===== src/rtl/ucs_pkg.sv =====
// ----------------------------------------------------------------------------
// ucs_pkg
// Shared types and constants of the URI component scanner.
// ----------------------------------------------------------------------------
`default_nettype none

package ucs_pkg;

  // parse phase codes
  localparam logic [3:0] PH_START  = 4'd0;
  localparam logic [3:0] PH_SCHEME = 4'd1;
  localparam logic [3:0] PH_AUTH   = 4'd2;
  localparam logic [3:0] PH_AUTHSL = 4'd3;
  localparam logic [3:0] PH_HOST   = 4'd4;
  localparam logic [3:0] PH_PORT   = 4'd5;
  localparam logic [3:0] PH_IPV6   = 4'd6;
  localparam logic [3:0] PH_ACCEPT = 4'd7;
  localparam logic [3:0] PH_REJECT = 4'd8;

  // delimiter characters
  localparam logic [7:0] CH_COLON = 8'h3a;
  localparam logic [7:0] CH_AT    = 8'h40;
  localparam logic [7:0] CH_SLASH = 8'h2f;
  localparam logic [7:0] CH_QUEST = 8'h3f;
  localparam logic [7:0] CH_HASH  = 8'h23;
  localparam logic [7:0] CH_LBRK  = 8'h5b;
  localparam logic [7:0] CH_RBRK  = 8'h5d;

  // allowed-character table, bit n set when byte value n is allowed
  localparam logic [255:0] ALLOW_TAB = {
    32'h0000_0000, 32'h0000_0000, 32'h0000_0000, 32'h0000_0000,
    32'h47ff_fffe, 32'haf_ff_ff_ff, 32'haf_ff_ff_fa, 32'h0000_0000
  };

  typedef struct packed {
    logic [3:0] phase;
    logic       scheme;
    logic       userpass;
    logic       host;
    logic       port;
  } scan_state_t;

  localparam scan_state_t SCAN_RESET = '{
    phase: PH_START, scheme: 1'b0, userpass: 1'b0, host: 1'b0, port: 1'b0
  };

  typedef struct packed {
    logic valid_res;
    logic scheme_seen;
    logic userpass_seen;
    logic host_seen;
    logic port_seen;
  } scan_res_t;

endpackage

`default_nettype wire


===== src/rtl/ucs_if.sv =====
// ----------------------------------------------------------------------------
// ucs_if
// Valid/ready channels of the URI component scanner: byte in, result out.
// ----------------------------------------------------------------------------
`default_nettype none

interface ucs_in_if;
  logic       valid;
  logic       ready;
  logic [7:0] char_byte;
  logic       is_last;

  modport source (output valid, output char_byte, output is_last, input ready);
  modport sink   (input valid, input char_byte, input is_last, output ready);
endinterface

interface ucs_res_if;
  logic valid;
  logic ready;
  logic valid_res;
  logic scheme_seen;
  logic userpass_seen;
  logic host_seen;
  logic port_seen;

  modport source (output valid, output valid_res, output scheme_seen,
                  output userpass_seen, output host_seen, output port_seen,
                  input ready);
  modport sink   (input valid, input valid_res, input scheme_seen,
                  input userpass_seen, input host_seen, input port_seen,
                  output ready);
endinterface

`default_nettype wire


===== src/rtl/uri_component_scanner.sv =====
// ----------------------------------------------------------------------------
// uri_component_scanner
// Streaming URI syntax check with scheme/userpass/host/port presence flags.
// ----------------------------------------------------------------------------
// usage:
//   in_i carries one URI byte per request (char_byte) with is_last marking
//   the final byte of a string. res_o gives one result request per string,
//   on its last byte: valid_res plus the four presence flags (all zero when
//   the string is rejected).
//   each accepted byte lands in an input register; the phase machine then
//   updates from it and, for a last byte, loads the result register.
//   with the result register free, res_o.valid rises once the last byte has
//   passed the input register into the result register. the phase update is
//   combinational. throughput: one byte per cycle; a stalled result blocks
//   only a following last byte; other bytes keep flowing, since they
//   produce no result. when that last byte waits in the input register,
//   in_i.ready drops until res_o is taken.
//   reset clears both registers' valid bits and puts the phase machine in
//   its start state with all flags clear.
// ----------------------------------------------------------------------------
`default_nettype none

module uri_component_scanner
  import ucs_pkg::*;
(
  input  wire         clk_i,
  input  wire         rst_ni,
  ucs_in_if.sink      in_i,
  ucs_res_if.source   res_o
);

  // input register
  logic        in_vld_q;
  logic [7:0]  in_char_q;
  logic        in_last_q;

  // phase machine state
  scan_state_t state_q, state_d;

  // result register
  logic        res_vld_q;
  scan_res_t   res_q, res_d;

  logic        proc;      // input register consumed this cycle
  logic        in_fire;

  // a last byte may only proceed when the result slot is free or draining
  assign proc    = in_vld_q && (!in_last_q || !res_vld_q || res_o.ready);
  assign in_i.ready = !in_vld_q || proc;
  assign in_fire = in_i.valid && in_i.ready;

  ucs_step u_step (
    .state_i (state_q),
    .char_i  (in_char_q),
    .last_i  (in_last_q),
    .state_o (state_d),
    .res_o   (res_d)
  );

  always_ff @(posedge clk_i or negedge rst_ni) begin
    if (!rst_ni) begin
      in_vld_q <= 1'b0;
    end else if (in_i.ready) begin
      in_vld_q <= in_i.valid;
    end
  end

  always_ff @(posedge clk_i) begin
    if (in_fire) begin
      in_char_q <= in_i.char_byte;
      in_last_q <= in_i.is_last;
    end
  end

  always_ff @(posedge clk_i or negedge rst_ni) begin
    if (!rst_ni) begin
      state_q <= SCAN_RESET;
    end else if (proc) begin
      state_q <= state_d;
    end
  end

  always_ff @(posedge clk_i or negedge rst_ni) begin
    if (!rst_ni) begin
      res_vld_q <= 1'b0;
    end else if (proc && in_last_q) begin
      res_vld_q <= 1'b1;
    end else if (res_o.ready) begin
      res_vld_q <= 1'b0;
    end
  end

  always_ff @(posedge clk_i) begin
    if (proc && in_last_q) begin
      res_q <= res_d;
    end
  end

  assign res_o.valid         = res_vld_q;
  assign res_o.valid_res     = res_q.valid_res;
  assign res_o.scheme_seen   = res_q.scheme_seen;
  assign res_o.userpass_seen = res_q.userpass_seen;
  assign res_o.host_seen     = res_q.host_seen;
  assign res_o.port_seen     = res_q.port_seen;

  // phase code stays within the defined set
  assert property (@(posedge clk_i) disable iff (!rst_ni)
    state_q.phase <= PH_REJECT)
    else $error("phase code out of range");

  // a rejected string reports no flags
  assert property (@(posedge clk_i) disable iff (!rst_ni)
    res_vld_q && !res_q.valid_res |->
      !res_q.scheme_seen && !res_q.userpass_seen && !res_q.host_seen &&
      !res_q.port_seen)
    else $error("flags set on rejected string");

  // a scheme is only recorded after a host was started
  assert property (@(posedge clk_i) disable iff (!rst_ni)
    res_vld_q && res_q.scheme_seen |-> res_q.host_seen)
    else $error("scheme without host");

  // end of string returns the machine to its start state
  assert property (@(posedge clk_i) disable iff (!rst_ni)
    proc && in_last_q |=> state_q == SCAN_RESET)
    else $error("state not cleared after last byte");

  // a pending result is never overwritten
  assert property (@(posedge clk_i) disable iff (!rst_ni)
    res_vld_q && !res_o.ready |-> !(proc && in_last_q))
    else $error("result overwritten while stalled");

endmodule

`default_nettype wire


===== src/rtl/ucs_step.sv =====
// ----------------------------------------------------------------------------
// ucs_step
// One-byte update of the URI phase machine and its presence flags.
// ----------------------------------------------------------------------------
`default_nettype none

module ucs_step
  import ucs_pkg::*;
(
  input  scan_state_t state_i,
  input  logic [7:0]  char_i,
  input  logic        last_i,
  output scan_state_t state_o,
  output scan_res_t   res_o
);

  scan_state_t nx;
  logic        char_ok;
  logic        is_term;

  assign char_ok = ALLOW_TAB[char_i];
  assign is_term = (char_i == CH_SLASH) || (char_i == CH_QUEST) || (char_i == CH_HASH);

  always_comb begin
    nx = state_i;
    if ((state_i.phase == PH_ACCEPT) || (state_i.phase == PH_REJECT)) begin
      nx = state_i;
    end else if (state_i.phase == PH_AUTHSL) begin
      // byte after ":/" bypasses the table
      if (char_i == CH_SLASH) begin
        nx.scheme = 1'b1;
        nx.phase  = PH_HOST;
      end else begin
        nx.port  = 1'b1;
        nx.phase = PH_ACCEPT;
      end
    end else if (!char_ok) begin
      nx.phase = PH_REJECT;
    end else begin
      case (state_i.phase)
        PH_START, PH_SCHEME: begin
          if ((state_i.phase == PH_START) && (char_i == CH_SLASH)) begin
            nx.phase = PH_ACCEPT;
          end else if ((state_i.phase == PH_START) && (char_i == CH_LBRK)) begin
            nx.phase = PH_IPV6;
            nx.host  = 1'b1;
          end else begin
            if (state_i.phase == PH_START) begin
              nx.phase = PH_SCHEME;
              nx.host  = 1'b1;
            end
            if (char_i == CH_COLON) begin
              nx.phase = PH_AUTH;
            end else if (char_i == CH_AT) begin
              nx.phase    = PH_HOST;
              nx.userpass = 1'b1;
            end else if (is_term) begin
              nx.phase = PH_ACCEPT;
            end
          end
        end
        PH_AUTH: begin
          if (char_i == CH_SLASH) begin
            nx.phase = PH_AUTHSL;
          end else begin
            nx.port  = 1'b1;
            nx.phase = PH_PORT;
          end
        end
        PH_HOST: begin
          if (char_i == CH_AT) begin
            nx.userpass = 1'b1;
          end else if (char_i == CH_LBRK) begin
            nx.phase = PH_IPV6;
          end else if (char_i == CH_COLON) begin
            nx.port  = 1'b1;
            nx.phase = PH_PORT;
          end else if (is_term) begin
            nx.phase = PH_ACCEPT;
          end
        end
        PH_PORT: begin
          if (char_i == CH_AT) begin
            nx.port     = 1'b0;
            nx.userpass = 1'b1;
            nx.phase    = PH_HOST;
          end else if ((char_i == CH_LBRK) || (char_i == CH_RBRK) ||
                       (char_i == CH_COLON)) begin
            nx.phase = PH_REJECT;
          end else if (is_term) begin
            nx.port  = 1'b1;
            nx.phase = PH_ACCEPT;
          end
        end
        PH_IPV6: begin
          if (char_i == CH_RBRK) begin
            nx.phase = PH_HOST;
          end else if ((char_i == CH_AT) || (char_i == CH_LBRK) || is_term) begin
            nx.phase = PH_REJECT;
          end
        end
        default: begin
          nx.phase = PH_REJECT;
        end
      endcase
    end
  end

  always_comb begin
    res_o = '0;
    if (nx.phase != PH_REJECT) begin
      res_o.valid_res     = 1'b1;
      res_o.scheme_seen   = nx.scheme;
      res_o.userpass_seen = nx.userpass;
      res_o.host_seen     = nx.host;
      // string ending right after ":/" counts as a port
      res_o.port_seen     = nx.port || (nx.phase == PH_AUTHSL);
    end
  end

  // the last byte returns the machine to its start state
  assign state_o = last_i ? SCAN_RESET : nx;

endmodule

`default_nettype wire

===== src/flat_wrapper.sv =====
// flat-port wrapper written by rule: the top's interface ports become plain ports
module uri_component_scanner_flat import ucs_pkg::*;
  (clk_i, rst_ni, in_i_valid, in_i_char_byte, in_i_is_last, in_i_ready, res_o_valid, res_o_valid_res, res_o_scheme_seen, res_o_userpass_seen, res_o_host_seen, res_o_port_seen, res_o_ready);
  ucs_in_if in_i_i ();
  ucs_res_if res_o_i ();
  input  wire clk_i;
  input  wire rst_ni;
  input wire logic [$bits(in_i_i.valid)-1:0] in_i_valid;
  input wire logic [$bits(in_i_i.char_byte)-1:0] in_i_char_byte;
  input wire logic [$bits(in_i_i.is_last)-1:0] in_i_is_last;
  output wire logic [$bits(in_i_i.ready)-1:0] in_i_ready;
  output wire logic [$bits(res_o_i.valid)-1:0] res_o_valid;
  output wire logic [$bits(res_o_i.valid_res)-1:0] res_o_valid_res;
  output wire logic [$bits(res_o_i.scheme_seen)-1:0] res_o_scheme_seen;
  output wire logic [$bits(res_o_i.userpass_seen)-1:0] res_o_userpass_seen;
  output wire logic [$bits(res_o_i.host_seen)-1:0] res_o_host_seen;
  output wire logic [$bits(res_o_i.port_seen)-1:0] res_o_port_seen;
  input wire logic [$bits(res_o_i.ready)-1:0] res_o_ready;
  assign in_i_i.valid = in_i_valid;
  assign in_i_i.char_byte = in_i_char_byte;
  assign in_i_i.is_last = in_i_is_last;
  assign in_i_ready = in_i_i.ready;
  assign res_o_valid = res_o_i.valid;
  assign res_o_valid_res = res_o_i.valid_res;
  assign res_o_scheme_seen = res_o_i.scheme_seen;
  assign res_o_userpass_seen = res_o_i.userpass_seen;
  assign res_o_host_seen = res_o_i.host_seen;
  assign res_o_port_seen = res_o_i.port_seen;
  assign res_o_i.ready = res_o_ready;
  uri_component_scanner u_core (.clk_i(clk_i), .rst_ni(rst_ni), .in_i(in_i_i), .res_o(res_o_i));
endmodule

===== config.mk =====
export PLATFORM = sky130hd
export DESIGN_NAME = uri_component_scanner_flat
export DESIGN_NICKNAME = d
export VERILOG_FILES = /design/src/rtl/ucs_pkg.sv /design/src/rtl/ucs_if.sv /design/src/rtl/uri_component_scanner.sv /design/src/rtl/ucs_step.sv /design/src/flat_wrapper.sv
export SDC_FILE = /design/constraint.sdc
export NUM_CORES = 1
export LEC_CHECK = 0
export ABC_CLOCK_PERIOD_IN_PS = 6390
export BUFFER_PORTS_ARGS = -buffer_cell sky130_fd_sc_hd__buf_2
export CAP_MARGIN = 25
export CORE_MARGIN = 1
export CORE_UTILIZATION = 62
export CTS_CLUSTER_DIAMETER = 150
export DETAILED_ROUTE_END_ITERATION = 6
export PLACE_DENSITY = 0.84
export SYNTH_ARGS = -nofsm -noshare
export SYNTH_HDL_FRONTEND = slang
export SYNTH_SLANG_ARGS = --single-unit

===== constraint.sdc =====
create_clock -name clk_i -period 6.39 [get_ports clk_i]
set_clock_uncertainty 0.05 [all_clocks]
set_input_delay 0.3195 -clock clk_i [delete_from_list [all_inputs] [get_ports clk_i]]
set_output_delay 0.3195 -clock clk_i [all_outputs]
set_load 0.03 [all_outputs]

### Word level (Yosys, flattened, before mapping)

Memory sizes are Yosys's and may differ from the RTL's. A register that Yosys moved wholly into a read port is not among the register bits.
Index checks and enable logic that the tools add are counted.

* add/sub/neg operators: 0
* multiply operators: 0
* divide/modulo/power cells: 0
* magnitude comparators: 1
* eq/ne operators: 17
* shift operators: 0
* multiplexer cells: 47
* bitwise operators: 0
* reductions and logical operators: 23

Operators with widths (count)
* two-way mux 4 bit: 16
* == test 8 x 6 -> 1 bit (second input constant): 4
* == test 8 x 7 -> 1 bit (second input constant): 3
* two-way mux 8 bit: 3
* one-hot mux 4 bit (5 select lines): 1
* two-way mux 1 bit: 19
* == test 4 x 3 -> 1 bit (second input constant): 4
* == test 4 x 2 -> 1 bit (second input constant): 3
* logical OR 1 bit: 11
* < comparator 8 x 9 -> 1 bit (second input constant): 1
* two-way mux 2 bit: 3
* two-way mux 3 bit: 2
* logical AND 1 bit: 5
* two-way mux 5 bit: 1
* == test 4 x 1 -> 1 bit (second input constant): 1
* == test 4 bit (second input constant): 1
* zero test 4 bit: 1
* != test 4 bit (second input constant): 1
* OR reduction 2 bit: 2
* zero test 1 bit: 3
* one-hot mux 1 bit (3 select lines): 1
* one-hot mux 1 bit (2 select lines): 1
* nonzero test 2 bit: 1

* register bits after elaboration: 24
* bits in latches: 0
* RAM bits: 0
* ROM bits: 256
* input port bits: 13
* output and inout port bits: 7
* word-level logic and storage cells: 103
* memories: 1

Memories
* (no name shown): depth 256, bits a word 1, read ports 1, clocked after memory_dff 1, wr ports 0, RTL line ucs_step.sv:21 `assign char_ok = ALLOW_TAB[char_i];`

### Depth between registers and ports, before layout

* word-level depth: 15
* mapped depth: 8
* gate-level depth less buffers: 7

### Hierarchy

From an unflattened synthesis, not the netlist that was laid out.

* cells, all modules: 192
* area total of the unflattened synthesis: 1803.0 µm²

By module, submodules not included
* uri_component_scanner: instances 1, cells each 71, area each 1029.7 µm², seq. area each 670.6 µm²
* ucs_step: instances 1, cells each 121, area each 773.2 µm², seq. area each 0.0 µm²

### Worst setup path before layout

No wires, ideal clock.

* path kind: register -> register
* start point: register u_core.res_vld_q (netlist: u_core.res_o.valid)
* end point: register u_core.u_step.char_ok (netlist name)
* setup time: 70 ps
* arrival time: 2421 ps
* required time: 6270 ps
* slack: 3849 ps
* cell stages (with the launch flop): 9
* path buffers: 1
* clock period less this slack: 2541 ps
* path through: dfrtp_1 > nand4b_1 > nand2_1 > buf_2 > mux2i_1 > mux2i_1 > mux2_1 > a221o_1 > a21oi_1

RTL lines
* start, declared: RTL line uri_component_scanner.sv:41 `logic res_vld_q;`
* start signal, assigned: RTL line uri_component_scanner.sv:85 `res_vld_q <= 1'b0;`
* start signal, assigned: RTL line uri_component_scanner.sv:87 `res_vld_q <= 1'b1;`
* start signal, assigned: RTL line uri_component_scanner.sv:89 `res_vld_q <= 1'b0;`

### Worst setup path in the final report

* start point: register u_core.in_char_q[4]
* end point: register u_core.res_q, in the netlist u_core.res_o.port_seen (data pin)

* longest elaborated chain between the ends: 14
* elaborated cells between the ends (all ways): 47
* classes of those cells: 9 x eq/ne; 29 x mux; 9 x reduce/logical

Ends and longest elaborated chain
* start, declared: RTL line uri_component_scanner.sv:34 `logic [7:0] in_char_q;`
* start signal, assigned: RTL line uri_component_scanner.sv:70 `in_char_q <= in_i.char_byte;`
* == test 8 x 6 -> 1 bit, on equally long branches
* logical OR 1 bit (2 in a row): RTL line ucs_step.sv:22 `assign is_term = (char_i == CH_SLASH) || (char_i == CH_QUEST) || (char_i == CH_HASH);`
* two-way mux 4 bit: RTL line ucs_step.sv:57 `end else if (is_term) begin`
* two-way mux 4 bit: RTL line ucs_step.sv:54 `end else if (char_i == CH_AT) begin`
* two-way mux 4 bit: RTL line ucs_step.sv:52 `if (char_i == CH_COLON) begin`
* two-way mux 4 bit: RTL line ucs_step.sv:44 `end else if ((state_i.phase == PH_START) && (char_i == CH_LBRK)) begin`
* two-way mux 4 bit: RTL line ucs_step.sv:42 `if ((state_i.phase == PH_START) && (char_i == CH_SLASH)) begin`
* one-hot mux 4 bit (5 select lines): RTL line ucs_step.sv:40 `case (state_i.phase)`
* two-way mux 4 bit: RTL line ucs_step.sv:37 `end else if (!char_ok) begin`
* two-way mux 4 bit: RTL line ucs_step.sv:28 `end else if (state_i.phase == PH_AUTHSL) begin`
* two-way mux 8 bit (*): RTL line ucs_step.sv:26 `if ((state_i.phase == PH_ACCEPT) || (state_i.phase == PH_REJECT)) begin`
* == test 4 x 2 -> 1 bit: RTL line ucs_step.sv:117 `res_o.port_seen = nx.port || (nx.phase == PH_AUTHSL);`
* logical OR 1 bit: RTL line ucs_step.sv:117
* end signal, assigned: RTL line uri_component_scanner.sv:95 `res_q <= res_d;`
* end, declared: RTL line uri_component_scanner.sv:42 `scan_res_t res_q, res_d;`

Mark *: on every way between the ends. The rest lies on a longest branch, timed or not.
A chain may end at the register's enable or synchronous reset.

==> key figures <==
Status
  • Status: completed

Worst setup path
  • Reg2reg start: u_core.in_char_q[4]$_DFFE_PP_
  • Worst EP arrival: 2.72 ns
  • R2R Setup Slk: 3.72 ns
  • Reg2reg end: u_core.res_o.port_seen$_SDFFCE_PN0P_
  • Crit Path Max Fanout: 9
  • Data required, critical path: 6.43 ns
  • R2r worst-path depth: 7
  • Kind of critical path: reg2reg
  • CP endpoint kind: register
  • Crit start category: register

Logic synthesis
  • Number of warnings issued by yosys: 0
  • Post-synth top cells: edfxtp_1, nand2_1, nor2_1, a21oi_1, dfrtp_1
  • Post-Syn Area per Cell: 9.65 um^2
  • Flops & latches, synth: 25
  • Synth top area cells: edfxtp_1, dfrtp_1, mux2i_1
  • Seq/Total Area, Yosys: 41.6%
  • Dominant synthesized flop cell: edfxtp_1
  • Post-synthesis async set-or-reset flop share: 40.0%
  • Post-synth EDFFs: 14
  • Mapped Area: 0.00166 mm^2
  • Library cells used by synthesis: 57
  • Synth Instances: 172
  • Mapped Nets: 185
  • Area leader, netlist: edfxtp_1
  • Post-synth top area share: 25.3%

Pwr
  • Peak supply drop: 0.195 mV
  • Tot Pwr: 328 uW
  • Pwr Density: 184 mW/mm^2
  • P_leak: 0.706 nW

Clocking
  • Clock Sinks: 25
  • TritonCTS clock tree: built
  • Clk pin slew, worst setup/hold paths: 0.13 ns
  • H-tree levels: 1
  • Clock Tree Buf Depth: 2
  • Worst skew pair latency: 0.31 ns
  • CTS Buf Count: 3
  • Post-cts resize count: 0
  • Root cell of the clock tree: clkbuf_4

Die
  • Top-Level Pins: 20
  • Die W: 53.7 um
  • Die Ht: 53.7 um
  • Cell row count: 18
  • Core area: 0.00250 mm^2
  • Initial Util: 66.4%
  • Die area: 0.00289 mm^2

Detailed routing
  • Drt pass-1 iters: 5
  • Post-detailed-route count of antenna-violating nets: 0
  • Vias/cell: 6.67
  • Post-route DRC: 0
  • Final Routed Wirelength: 3720 um
  • Initial DRC Count: 62
  • Via count: 1447
  • WL/cell: 17.2 um

STA
  • Final Max Tran Viols: 0
  • Final min period: 2.67 ns
  • Setup TNS: 0 ns
  • Final hold violation count: 0
  • Worst-Margin Slew: 0.960 ns
  • Period utilization: 41.8%
  • Max Clk Rate: 0.374 GHz
  • RSZ-0062 raised after global routing: no
  • Final setup fails: 0
  • Worst slew margin: 35.4%

Global route
  • Vias in the first global route: 1340
  • First-pass GRT wire length: 6190 um
  • Gr ovfl total: 0
  • Largest net degree at the start of global routing: 16
  • Initial antenna violation count: 0
  • All-Layer GR Usage: 29.8%

Min path
  • Worst min-delay path category: in2reg
  • Hold depth: 1
  • Hold path startpoint: in_i_is_last
  • Hold endpoint: u_core.in_last_q$_DFFE_PP_

Placed design
  • Gp weighted congestion: 0.979
  • I/O Buffers: 19
  • Hpwl dp: 2800 um
  • Post-DP Area: 0.00175 mm^2

Cells and area
  • Util after Layout: 71.3%
  • Area Overhead vs Synth: 7.39%
  • Layout cells sized above 1: 15.5%
  • Antenna cells: 0
  • Final layout net count: 201
  • Fin area: 0.00178 mm^2

Job
  • MaxCap Viol Count: 0
-- metrics by stage --
| step | hold slack (ns) | instances | setup WS, ns |
|---|---|---|---|
| 6_report | 0.128 | 217 | 3.72 |
| 5_1_grt | 0.112 | 217 | 3.52 |
| 4_1_cts | 0.123 | 217 | 3.73 |
| 3_5_place_dp | 0.146 | 212 | 3.75 |
| 3_3_place_gp | 0.139 | 212 | 3.75 |
| 2_1_floorplan | -0.0261 | 172 | 3.85 |
-- where the power goes --
part	internal [mW]	switching (mW)	leakage (nW)	total, mW
registers	0.182	0.0153	0.276	0.197
clock network	0.0244	0.0443	0.0150	0.0687
logic	0.0243	0.0375	0.416	0.0618
-- worst max-delay path, stage by stage (launching register included) --
cell	delay (ns)
edfxtp_1	0.53
or3_4	0.44
a2111oi_4	0.49
nor2_1	0.12
a32oi_1	0.22
o311ai_1	0.17
a41o_1	0.29
and2_1	0.15
-- registers in the layout, indices dropped and copies added (netlist names) --
register and count:
u_core.in_char_q 8, u_core.state_q 8, u_core.in_last_q 1, u_core.in_vld_q 1, u_core.res_o.host_seen 1, u_core.res_o.port_seen 1
u_core.res_o.scheme_seen 1, u_core.res_o.userpass_seen 1, u_core.res_o.valid 1, u_core.res_o.valid_res 1, u_core.u_step.char_ok 1
-- placed cells by master, fill, tap and decap left out, drive strengths merged, types with 4 or more instances in the layout --
master | synthesis | final
a21oi | 10 | 10
and2 | 6 | 6
buf | 5 | 19
clkbuf | 4 | 4
dfrtp | 10 | 10
edfxtp | 14 | 14
mux2i | 6 | 6
nand2 | 14 | 14
nand2b | 7 | 7
nand3 | 4 | 4
nor2 | 13 | 13
nor3 | 6 | 6
o21ai | 8 | 8
-- logic make-up after synthesis --
family | share of synthesized area, %
AO/OA/AOI/OAI | 23.3
XOR/XNOR | 0.528
buffers and inverters | 3.47
flip-flops | 41.6
multiplexers | 5.66
AND/OR/NAND/NOR | 25.4
-- final cells by class --
type / instances / area [um^2]
Multi-Input combinational cell: 135 / 911
Sequential cell: 25 / 691
Tap cell: 30 / 37.5
Inverter: 3 / 11.3
Fill cell: 194 / 718
Timing Repair Buffer: 20 / 105
Clock buffer: 4 / 26.3
-- how the worst max path moves through the flow --
stage | depth (start not counted) | start | slack [ns] | to
2_1_floorplan | 8 | u_core.res_o.valid$_DFFE_PN0P_ | 3.85 | u_core.u_step.char_ok$_SDFF_PP0_
3_3_place_gp | 6 | u_core.in_char_q[4]$_DFFE_PP_ | 3.75 | u_core.res_o.port_seen$_SDFFCE_PN0P_
3_5_place_dp | 6 | u_core.in_char_q[4]$_DFFE_PP_ | 3.75 | u_core.res_o.port_seen$_SDFFCE_PN0P_
4_1_cts | 6 | u_core.in_char_q[4]$_DFFE_PP_ | 3.73 | u_core.res_o.port_seen$_SDFFCE_PN0P_
5_1_grt | 7 | u_core.in_char_q[0]$_DFFE_PP_ | 3.52 | u_core.res_o.userpass_seen$_SDFFCE_PN0P_
6_report | 7 | u_core.in_char_q[4]$_DFFE_PP_ | 3.72 | u_core.res_o.port_seen$_SDFFCE_PN0P_
-- metal layers --
metal  up-vias  global-route usage, %  part of all wire (%)
met5         -                      0                     0
met4         0                   11.0                   2.1
met3        10                   2.82                   5.8
met2        58                   47.3                    48
met1       682                   42.1                    44
li1        697                      -                     -
-- timing repair --
action / CTS / global route
setup buffers: 0 / 0
hold endpoints to repair: 10 / 0
hold buffers: 1 / 0
Note: power is estimated with default switching activity, not from simulation.
